$ cat config.mk
export PLATFORM = sky130hd
export DESIGN_NAME = virtual_timer_table
export DESIGN_NICKNAME = d
export VERILOG_FILES = /design/src/sv/vtt_pkg.sv /design/src/sv/vtt_cfg.sv /design/src/sv/vtt_mem.sv /design/src/sv/virtual_timer_table.sv
export SDC_FILE = /design/constraint.sdc
export NUM_CORES = 2
export LEC_CHECK = 0
export ABC_CLOCK_PERIOD_IN_PS = 20200
export BUFFER_PORTS_ARGS = -buffer_cell sky130_fd_sc_hd__buf_2
export CAP_MARGIN = 20
export CORE_UTILIZATION = 40
export CTS_CLUSTER_DIAMETER = 120
export DETAILED_ROUTE_END_ITERATION = 7
export PLACE_DENSITY_LB_ADDON = 0.2
export SLEW_MARGIN = 20
export SYNTH_ARGS = -nofsm -noshare
export SYNTH_HDL_FRONTEND = slang
export SYNTH_SLANG_ARGS = --single-unit
$ cat constraint.sdc
create_clock -name clk_i -period 20.2 [get_ports clk_i]
set_input_delay 2.02 -clock clk_i [delete_from_list [all_inputs] [get_ports clk_i]]
set_output_delay 2.02 -clock clk_i [all_outputs]
set_load 0.01 [all_outputs]
$ cat src/sv/vtt_pkg.sv
`default_nettype none
package vtt_pkg;

  localparam int NumTimersDef = 16;
  localparam int PaddrW       = 3;

  localparam logic [19:0] TicksPerMsRst = 20'd1000;
  localparam logic [31:0] SlackTicksRst = 32'd10000;

  // register index, taken from paddr[2]
  localparam logic RegTicksPerMs = 1'b0;
  localparam logic RegSlackTicks = 1'b1;

  localparam logic KindReply = 1'b0;
  localparam logic KindFired = 1'b1;

  typedef enum logic [1:0] {
    OP_START  = 2'd0,
    OP_CANCEL = 2'd1,
    OP_TICK   = 2'd2,
    OP_NONE   = 2'd3
  } vtt_op_e;

  typedef enum logic [2:0] {
    STS_OK       = 3'd0,
    STS_NO_FREE  = 3'd1,
    STS_BAD_ID   = 3'd2,
    STS_EXPIRED  = 3'd3,
    STS_OVERFLOW = 3'd4
  } vtt_status_e;

  typedef enum logic [3:0] {
    S_IDLE,
    S_START_MUL,
    S_START_ADD,
    S_CAN_CHK,
    S_CAN_EV,
    S_SCAN_RD,
    S_SCAN_EV,
    S_SCAN_MUL,
    S_SCAN_ADD,
    S_REPLY
  } vtt_state_e;

  typedef struct packed {
    logic [1:0]  operation;
    logic [63:0] now;
    logic [31:0] delay_ms;
    logic        periodic;
    logic [5:0]  target_id;
  } vtt_req_t;

  typedef struct packed {
    logic        kind;
    logic [2:0]  status;
    logic [5:0]  slot_id;
    logic        compare_valid;
    logic [31:0] compare_value;
    logic        last;
  } vtt_res_t;

endpackage
`default_nettype wire

$ cat src/sv/vtt_cfg.sv
`default_nettype none
module vtt_cfg (
  input  wire logic                      clk_i,
  input  wire logic                      rst_ni,
  input  wire logic                      psel_i,
  input  wire logic                      penable_i,
  input  wire logic                      pwrite_i,
  input  wire logic [vtt_pkg::PaddrW-1:0] paddr_i,
  input  wire logic [31:0]               pwdata_i,
  output logic      [31:0]               prdata_o,
  output logic      [19:0]               ticks_per_ms_o,
  output logic      [31:0]               slack_ticks_o
);
  import vtt_pkg::*;

  logic [19:0] tpm_q, tpm_d;
  logic [31:0] slack_q, slack_d;
  logic        wr_en;

  assign wr_en = psel_i && penable_i && pwrite_i;

  always_comb begin
    tpm_d   = tpm_q;
    slack_d = slack_q;
    if (wr_en) begin
      unique case (paddr_i[2])
        RegTicksPerMs: tpm_d   = pwdata_i[19:0];
        RegSlackTicks: slack_d = pwdata_i;
        default: ;
      endcase
    end
  end

  always_comb begin
    unique case (paddr_i[2])
      RegTicksPerMs: prdata_o = {12'b0, tpm_q};
      RegSlackTicks: prdata_o = slack_q;
      default:       prdata_o = '0;
    endcase
  end

  always_ff @(posedge clk_i or negedge rst_ni) begin
    if (!rst_ni) begin
      tpm_q   <= TicksPerMsRst;
      slack_q <= SlackTicksRst;
    end else begin
      tpm_q   <= tpm_d;
      slack_q <= slack_d;
    end
  end

  assign ticks_per_ms_o = tpm_q;
  assign slack_ticks_o  = slack_q;

endmodule
`default_nettype wire

$ cat src/sv/vtt_mem.sv
`default_nettype none
module vtt_mem #(
  parameter int Depth = vtt_pkg::NumTimersDef,
  parameter int AddrW = (Depth > 1) ? $clog2(Depth) : 1
) (
  input  wire logic             clk_i,
  input  wire logic             we_i,
  input  wire logic             we_per_i,
  input  wire logic [AddrW-1:0] waddr_i,
  input  wire logic [63:0]      wdl_i,
  input  wire logic [31:0]      wper_i,
  input  wire logic             re_i,
  input  wire logic [AddrW-1:0] raddr_i,
  output logic      [63:0]      rdl_o,
  output logic      [31:0]      rper_o
);

  logic [63:0] dl_mem  [Depth];
  logic [31:0] per_mem [Depth];
  logic [63:0] rdl_q;
  logic [31:0] rper_q;

  always_ff @(posedge clk_i) begin
    if (we_i) begin
      dl_mem[waddr_i] <= wdl_i;
    end
    if (we_i && we_per_i) begin
      per_mem[waddr_i] <= wper_i;
    end
  end

  always_ff @(posedge clk_i) begin
    if (re_i) begin
      rdl_q  <= dl_mem[raddr_i];
      rper_q <= per_mem[raddr_i];
    end
  end

  assign rdl_o  = rdl_q;
  assign rper_o = rper_q;

endmodule
`default_nettype wire

$ cat src/sv/virtual_timer_table.sv
// Sequence: a start passes START_MUL and START_ADD, a cancel CAN_CHK and CAN_EV,
//   before the slot scan (a failing one skips it), a tick none; the scan reads each
//   slot in SCAN_RD and SCAN_EV, plus SCAN_MUL and SCAN_ADD per periodic timer that
//   fires, through the single read port of the deadline memory, and ends in REPLY.
// Requests: one at a time; output stalls hold the scan and the reply.
// Reset: asynchronous; clears control state, slot flags and registers, not the memory.
`default_nettype none
module virtual_timer_table #(
  parameter int NUM_TIMERS = vtt_pkg::NumTimersDef
) (
  input  wire logic                       clk_i,
  input  wire logic                       rst_ni,
  input  wire logic                       in_valid_i,
  output logic                            in_stall_o,
  input  wire vtt_pkg::vtt_req_t          in_req_i,
  output logic                            out_valid_o,
  input  wire logic                       out_stall_i,
  output vtt_pkg::vtt_res_t               out_res_o,
  input  wire logic                       psel,
  input  wire logic                       penable,
  input  wire logic                       pwrite,
  input  wire logic [vtt_pkg::PaddrW-1:0] paddr,
  input  wire logic [31:0]                pwdata,
  output logic      [31:0]                prdata,
  output logic                            pready
);
  import vtt_pkg::*;

  localparam int IdxW = (NUM_TIMERS > 1) ? $clog2(NUM_TIMERS) : 1;

  logic [19:0] tpm;
  logic [31:0] slack;

  vtt_state_e state_q, state_d;
  logic [IdxW-1:0] idx_q, idx_d;
  vtt_req_t        req_q, req_d;
  logic [51:0]     prod_q, prod_d;
  logic [63:0]     best_q, best_d;
  logic            any_q, any_d;
  logic            le_q, le_d;
  vtt_status_e     rep_status_q, rep_status_d;
  logic [5:0]      rep_slot_q, rep_slot_d;
  logic [NUM_TIMERS-1:0] act_q, act_d;
  logic [NUM_TIMERS-1:0] per_q, per_d;
  logic            out_valid_q, out_valid_d;
  vtt_res_t        out_q, out_d;

  logic            mem_we, mem_we_per, mem_re;
  logic [IdxW-1:0] mem_waddr, mem_raddr;
  logic [63:0]     mem_wdl, rd_dl;
  logic [31:0]     rd_per, mul_b;

  logic [51:0]     mul;
  logic [64:0]     sum;
  logic [63:0]     sat;
  logic            emit_ok;
  logic            free_found;
  logic [IdxW-1:0] free_idx;
  logic [IdxW-1:0] tid_idx;
  logic            tid_ok;
  logic            last_idx;
  logic            fire;
  vtt_state_e      nxt_state;
  logic [IdxW-1:0] nxt_idx;

  vtt_cfg u_cfg (
    .clk_i          (clk_i),
    .rst_ni         (rst_ni),
    .psel_i         (psel),
    .penable_i      (penable),
    .pwrite_i       (pwrite),
    .paddr_i        (paddr),
    .pwdata_i       (pwdata),
    .prdata_o       (prdata),
    .ticks_per_ms_o (tpm),
    .slack_ticks_o  (slack)
  );

  vtt_mem #(
    .Depth (NUM_TIMERS),
    .AddrW (IdxW)
  ) u_mem (
    .clk_i    (clk_i),
    .we_i     (mem_we),
    .we_per_i (mem_we_per),
    .waddr_i  (mem_waddr),
    .wdl_i    (mem_wdl),
    .wper_i   (req_q.delay_ms),
    .re_i     (mem_re),
    .raddr_i  (mem_raddr),
    .rdl_o    (rd_dl),
    .rper_o   (rd_per)
  );

  assign pready = 1'b1;

  assign mul     = {32'b0, tpm} * {20'b0, mul_b};
  assign sum     = {1'b0, req_q.now} + {13'b0, prod_q};
  assign sat     = sum[64] ? '1 : sum[63:0];
  assign emit_ok = !out_valid_q || !out_stall_i;

  assign tid_idx  = req_q.target_id[IdxW-1:0];
  assign tid_ok   = ({1'b0, req_q.target_id} < 7'(NUM_TIMERS)) && act_q[tid_idx];
  assign last_idx = (idx_q == IdxW'(NUM_TIMERS - 1));
  assign fire     = act_q[idx_q] && (le_q ? (rd_dl <= req_q.now) : (rd_dl < req_q.now));
  assign nxt_state = last_idx ? S_REPLY : S_SCAN_RD;
  assign nxt_idx   = last_idx ? idx_q : idx_q + IdxW'(1);

  // lowest free slot
  always_comb begin
    free_found = 1'b0;
    free_idx   = '0;
    for (int i = NUM_TIMERS - 1; i >= 0; i--) begin
      if (!act_q[i]) begin
        free_found = 1'b1;
        free_idx   = IdxW'(i);
      end
    end
  end

  always_comb begin
    state_d      = state_q;
    idx_d        = idx_q;
    req_d        = req_q;
    prod_d       = prod_q;
    best_d       = best_q;
    any_d        = any_q;
    le_d         = le_q;
    rep_status_d = rep_status_q;
    rep_slot_d   = rep_slot_q;
    act_d        = act_q;
    per_d        = per_q;
    out_valid_d  = out_valid_q && out_stall_i;
    out_d        = out_q;
    mem_we       = 1'b0;
    mem_we_per   = 1'b0;
    mem_waddr    = idx_q;
    mem_wdl      = sat;
    mem_re       = 1'b0;
    mem_raddr    = idx_q;
    mul_b        = rd_per;

    unique case (state_q)
      S_IDLE: begin
        if (in_valid_i) begin
          req_d        = in_req_i;
          any_d        = 1'b0;
          idx_d        = '0;
          rep_status_d = STS_OK;
          rep_slot_d   = '0;
          le_d         = (in_req_i.operation == OP_TICK);
          unique case (in_req_i.operation)
            OP_START:  state_d = S_START_MUL;
            OP_CANCEL: state_d = S_CAN_CHK;
            OP_TICK:   state_d = S_SCAN_RD;
            default:   state_d = S_REPLY;
          endcase
        end
      end
      S_START_MUL: begin
        mul_b   = req_q.delay_ms;
        prod_d  = mul;
        state_d = S_START_ADD;
      end
      S_START_ADD: begin
        if (!free_found) begin
          rep_status_d = STS_NO_FREE;
          state_d      = S_REPLY;
        end else if (sum[64]) begin
          rep_status_d = STS_OVERFLOW;
          state_d      = S_REPLY;
        end else begin
          mem_we          = 1'b1;
          mem_we_per      = 1'b1;
          mem_waddr       = free_idx;
          mem_wdl         = sum[63:0];
          act_d[free_idx] = 1'b1;
          per_d[free_idx] = req_q.periodic;
          rep_slot_d      = 6'(free_idx);
          state_d         = S_SCAN_RD;
        end
      end
      S_CAN_CHK: begin
        rep_slot_d = req_q.target_id;
        if (!tid_ok) begin
          rep_status_d = STS_BAD_ID;
          state_d      = S_REPLY;
        end else begin
          mem_re    = 1'b1;
          mem_raddr = tid_idx;
          state_d   = S_CAN_EV;
        end
      end
      S_CAN_EV: begin
        act_d[tid_idx] = 1'b0;
        if (rd_dl < req_q.now) begin
          rep_status_d = STS_EXPIRED;
          state_d      = S_REPLY;
        end else begin
          state_d = S_SCAN_RD;
        end
      end
      S_SCAN_RD: begin
        mem_re  = 1'b1;
        state_d = S_SCAN_EV;
      end
      S_SCAN_EV: begin
        if (fire) begin
          if (emit_ok) begin
            out_valid_d   = 1'b1;
            out_d         = '0;
            out_d.kind    = KindFired;
            out_d.slot_id = 6'(idx_q);
            if (per_q[idx_q]) begin
              state_d = S_SCAN_MUL;
            end else begin
              act_d[idx_q] = 1'b0;
              state_d      = nxt_state;
              idx_d        = nxt_idx;
            end
          end
        end else begin
          if (act_q[idx_q] && (!any_q || rd_dl < best_q)) begin
            best_d = rd_dl;
            any_d  = 1'b1;
          end
          state_d = nxt_state;
          idx_d   = nxt_idx;
        end
      end
      S_SCAN_MUL: begin
        prod_d  = mul;
        state_d = S_SCAN_ADD;
      end
      S_SCAN_ADD: begin
        mem_we = 1'b1;
        if (!any_q || sat < best_q) begin
          best_d = sat;
          any_d  = 1'b1;
        end
        state_d = nxt_state;
        idx_d   = nxt_idx;
      end
      S_REPLY: begin
        if (emit_ok) begin
          out_valid_d         = 1'b1;
          out_d               = '0;
          out_d.kind          = KindReply;
          out_d.status        = rep_status_q;
          out_d.slot_id       = rep_slot_q;
          out_d.compare_valid = any_q;
          out_d.compare_value = any_q ? best_q[31:0] + slack : '0;
          out_d.last          = 1'b1;
          state_d             = S_IDLE;
        end
      end
      default: state_d = S_IDLE;
    endcase
  end

  always_ff @(posedge clk_i or negedge rst_ni) begin
    if (!rst_ni) begin
      state_q     <= S_IDLE;
      idx_q       <= '0;
      any_q       <= 1'b0;
      le_q        <= 1'b0;
      act_q       <= '0;
      per_q       <= '0;
      out_valid_q <= 1'b0;
    end else begin
      state_q     <= state_d;
      idx_q       <= idx_d;
      any_q       <= any_d;
      le_q        <= le_d;
      act_q       <= act_d;
      per_q       <= per_d;
      out_valid_q <= out_valid_d;
    end
  end

  always_ff @(posedge clk_i) begin
    req_q        <= req_d;
    prod_q       <= prod_d;
    best_q       <= best_d;
    rep_status_q <= rep_status_d;
    rep_slot_q   <= rep_slot_d;
    out_q        <= out_d;
  end

  assign in_stall_o  = (state_q != S_IDLE);
  assign out_valid_o = out_valid_q;
  assign out_res_o   = out_q;

endmodule
`default_nettype wire

==> PnR_summary.wiki <==
{| class="wikitable"
! Metric !! Value
|-
| Top FF cell, synth || sky130_fd_sc_hd__edfxtp_1
|-
| Combinational family with the most area after synthesis || adder cells
|-
| Crit path max fanout || 21
|-
| Outcome || finished, final reports clean
|-
| Critical Path AT || 11.45 ns
|-
| Cell with the most instances after synthesis || sky130_fd_sc_hd__edfxtp_1
|-
| DRC marker count from the first detailed-route iteration || 5950
|-
| Highest clock rate || ~92 MHz
|-
| Clock tree from TritonCTS || done
|-
| Post-CTS setup buffers || 0
|-
| Register area share after synthesis || between 50% and 60%
|-
| Class of the most critical hold timing path || flip-flop to flip-flop
|-
| XOR/XNOR share of the synthesized area || 1.15%
|-
| Fraction of synthesis flops using an asynchronous set or reset pin || 4.75%
|-
| Hold bufs inserted after CTS || 0
|-
| Final setup violating endpoints || 0
|-
| Wire length of the first global-routing pass || 446 mm
|-
| Total met2 wirelength after detailed routing || 142 mm
|-
| Global routing usage summed across all routing layers || between 20% and 30%
|-
| Register clock-pin slew on the reported worst setup and hold paths || 0.06 ns
|-
| Total global routing overflow || 0
|-
| Cell count after synthesis || roughly 7800
|-
| Die width || 516 µm
|-
| Post-detailed-routing wire length || between 300 and 400 mm
|-
| Number of global-route vias before repair || 64732
|-
| Adder-cell area share of the yosys netlist || 15.4%
|-
| Share of the synthesized area in compound gates (AO/OA/AOI/OAI) || between 6 and 7%
|-
| CP Launch Point || state_q[2]
|-
| Number of buffers inserted during clock tree synthesis || 212
|-
| Maximum count of clock buffers along a single path || 3
|-
| Final Net Count || 9121
|-
| Post-synthesis net count || 8943
|-
| Headroom to the max-slew limit || 22.5%
|-
| R2r startpoint || state_q[2]
|-
| Placed cell count || 11298
|-
| Worst skew pair latency || 0.91 ns
|-
| Core ar. || 263000 µm²
|-
| Clk_skew || 0.0963 ns
|-
| Highest cell delay on the worst timing path || slightly above 0.8 ns
|-
| CTS HTree Levels || 4
|-
| Initial antenna violation count || 22
|-
| Metal3 WL || 19.9 mm
|-
| Vias || 65180
|-
| Pin count of the biggest net entering global routing || 135
|-
| Final ANT Viol Nets || 0
|-
| Site Rows || ~190
|-
| Post-synth EDFFs || 1904
|-
| Measured slew at the worst slew-check pin || 1.16 ns
|-
| Weighted congestion at the end of routability-driven global placement || 0.916
|-
| Clock period minus worst slack || 10.83 ns
|-
| Period utilisation layout || 53.6%
|-
| Cells taking the most area after synthesis || sky130_fd_sc_hd__edfxtp_1, sky130_fd_sc_hd__fa_1, sky130_fd_sc_hd__mux2i_1
|-
| DRT Pass-1 Iters || 6
|-
| Cell area after technology mapping || roughly 110000 µm²
|-
| Initial standard-cell utilization of the core || between 40% and 50%
|-
| Setup TNS || 0 ns
|-
| Fraction of synthesized area in multiplexers || 8.99%
|-
| Die Ht || 516 µm
|-
| Post-Syn Area per Cell || approximately 14 µm²
|-
| Cell with the most instances on the worst path || sky130_fd_sc_hd__fa_1
|-
| Hold Fails Final Rpt || 0
|-
| Leading post-synthesis cells by instance count || sky130_fd_sc_hd__edfxtp_1, sky130_fd_sc_hd__mux2i_1, sky130_fd_sc_hd__inv_1, sky130_fd_sc_hd__nand2_1, sky130_fd_sc_hd__fa_1
|-
| Share of cells above drive strength 1 || 10.9%
|-
| Cts repair resizes || 0
|-
| Synthesis-to-layout area growth || 11.8%
|-
| Distinct cell type count after synthesis || 81
|-
| Top cell type by total area after synthesis || sky130_fd_sc_hd__edfxtp_1
|-
| Area share of the leading cell type in the synthesized netlist || 54.1%
|-
| Routed metal-1 wirelength || ~140 mm
|-
| CTS Root Buffer Type || sky130_fd_sc_hd__clkbuf_16
|-
| Port bufs || roughly 220
|-
| Detailed-placement wirelength estimate || 198 mm
|-
| Highest metal used || met5
|-
| Yosys warns || 0
|-
| Number of max-cap violations || 0
|-
| RSZ-0062 raised after global routing || no
|-
| Average via count per standard cell || 5.57
|-
| Simple-gate area share of the yosys netlist || 7.19%
|-
| Full die area || 266000 µm²
|-
| Required time of the critical path || 20.82 ns
|-
| I/O pin count || about 230
|-
| Endpoint type of the worst setup path || flip-flop
|-
| Number of pins exceeding their max-slew limit in the final report || 0
|-
| Crit-path slowest cell || sky130_fd_sc_hd__mux2_2
|-
| Average routed wire per standard cell || 26.4 µm
|-
| Hold Crit Start || per_q[1]
|-
| Seq cells post-synth || ~2000
|-
| Number of clock sinks seen by CTS || between 1500 and 2000
|-
| Nature of the critical path startpoint || flip-flop
|-
| Kind of critical path || flip-flop to flip-flop
|-
| # DRC || 0
|-
| Non-filler cells, final || 11701
|}
-- sequential cells by signal, indices dropped and copies added, names as in the netlist, 20 cells and up --
signal / count
u_mem.rper_o: 32
u_mem.per_mem: 512
out_res_o: 44
best_q: 64
u_mem.dl_mem: 1024
prod_q: 52
u_cfg.slack_ticks_o: 32
req_q: 103
u_cfg.ticks_per_ms_o: 20
u_mem.rdl_o: 64
-- cell usage in the layout, fill, tap and decap left out, drive strengths merged, types with 20 or more instances in the layout --
cell,instances
a21o,141
a21oi,197
a31oi,94
and2,321
and3,20
buf,362
bufinv,22
clkbuf,251
clkinv,102
dfrtp,84
edfxtp,1904
fa,538
ha,439
inv,760
mux2,124
mux2i,774
nand2,586
nand2b,26
nand3,37
nand4,72
nor2,248
nor2b,31
nor3,51
o21a,24
o21ai,113
o21bai,23
o22ai,389
or4,100
xnor2,89
xor2,50
-- per-layer routing --
metal,up-vias,global-route usage (%)
li1,28647,-
met1,33935,33.1
met2,2173,36.3
met3,417,3.37
met4,8,6.23
met5,-,0
-- per-stage QoR --
stage | utilization (%) | instance area [µm²] | setup WS [ns] | hold slack, ns
floorplan | - | 106000 | 11.77 | 0.453
global placement | 42.3 | 111000 | 9.44 | 0.464
detailed placement | 42.3 | 111000 | 9.51 | 0.476
CTS | 45.0 | 118000 | 9.40 | 0.490
global route | 45.0 | 118000 | 8.95 | 0.509
finish | 45.0 | 118000 | 9.37 | 0.488
-- kinds of logic after synthesis --
group,count (synthesis)
adder cells (fa/ha/maj),977
AO/OA/AOI/OAI,1111
AND/OR/NAND/NOR,1535
multiplexers,913
other,1
XOR/XNOR,139
flip-flops,1999
buffers and inverters,1144
-- path summary, 6_finish.rpt --
kind | end | slack (ns) | cells after the start
min in group asynchronous | u_cfg.ticks_per_ms_o[13] | 1.18 | 1
hold / removal | per_q[1] | 0.49 | 1
hold reg to reg | per_q[1] | 0.49 | 1
setup / recovery | prod_q[49] | 9.37 | 29
setup reg to reg | prod_q[49] | 9.37 | 29
max in group asynchronous | act_q[7] | 17.60 | 2
-- worst max-delay path, delay by kind of cell (launching register included) --
kind	cells	cell delay [ns]
AND/OR/NAND/NOR	8	2.41
AO/OA/AOI/OAI	5	1.79
XOR/XNOR	1	0.11
buffers and inverters	6	0.78
adder cells (fa/ha/maj)	8	3.98
flip-flops	1	0.56
multiplexers	1	0.81
-- final cells by class --
class | instances | area [µm²]
Fill cell | 23518 | 145000
Timing Repair Buffer | 362 | 2210
Inverter | 746 | 2800
Clock buffer | 251 | 5520
Antenna cell | 8 | 20.0
Clock inverter | 144 | 1570
Sequential cell | 1999 | 59600
Multi-Input combinational cell | 4676 | 42100
Tap cell | 3515 | 4400
Power is not shown: default switching activity piles up to over one toggle a cycle in this logic, so the estimate is an artifact.
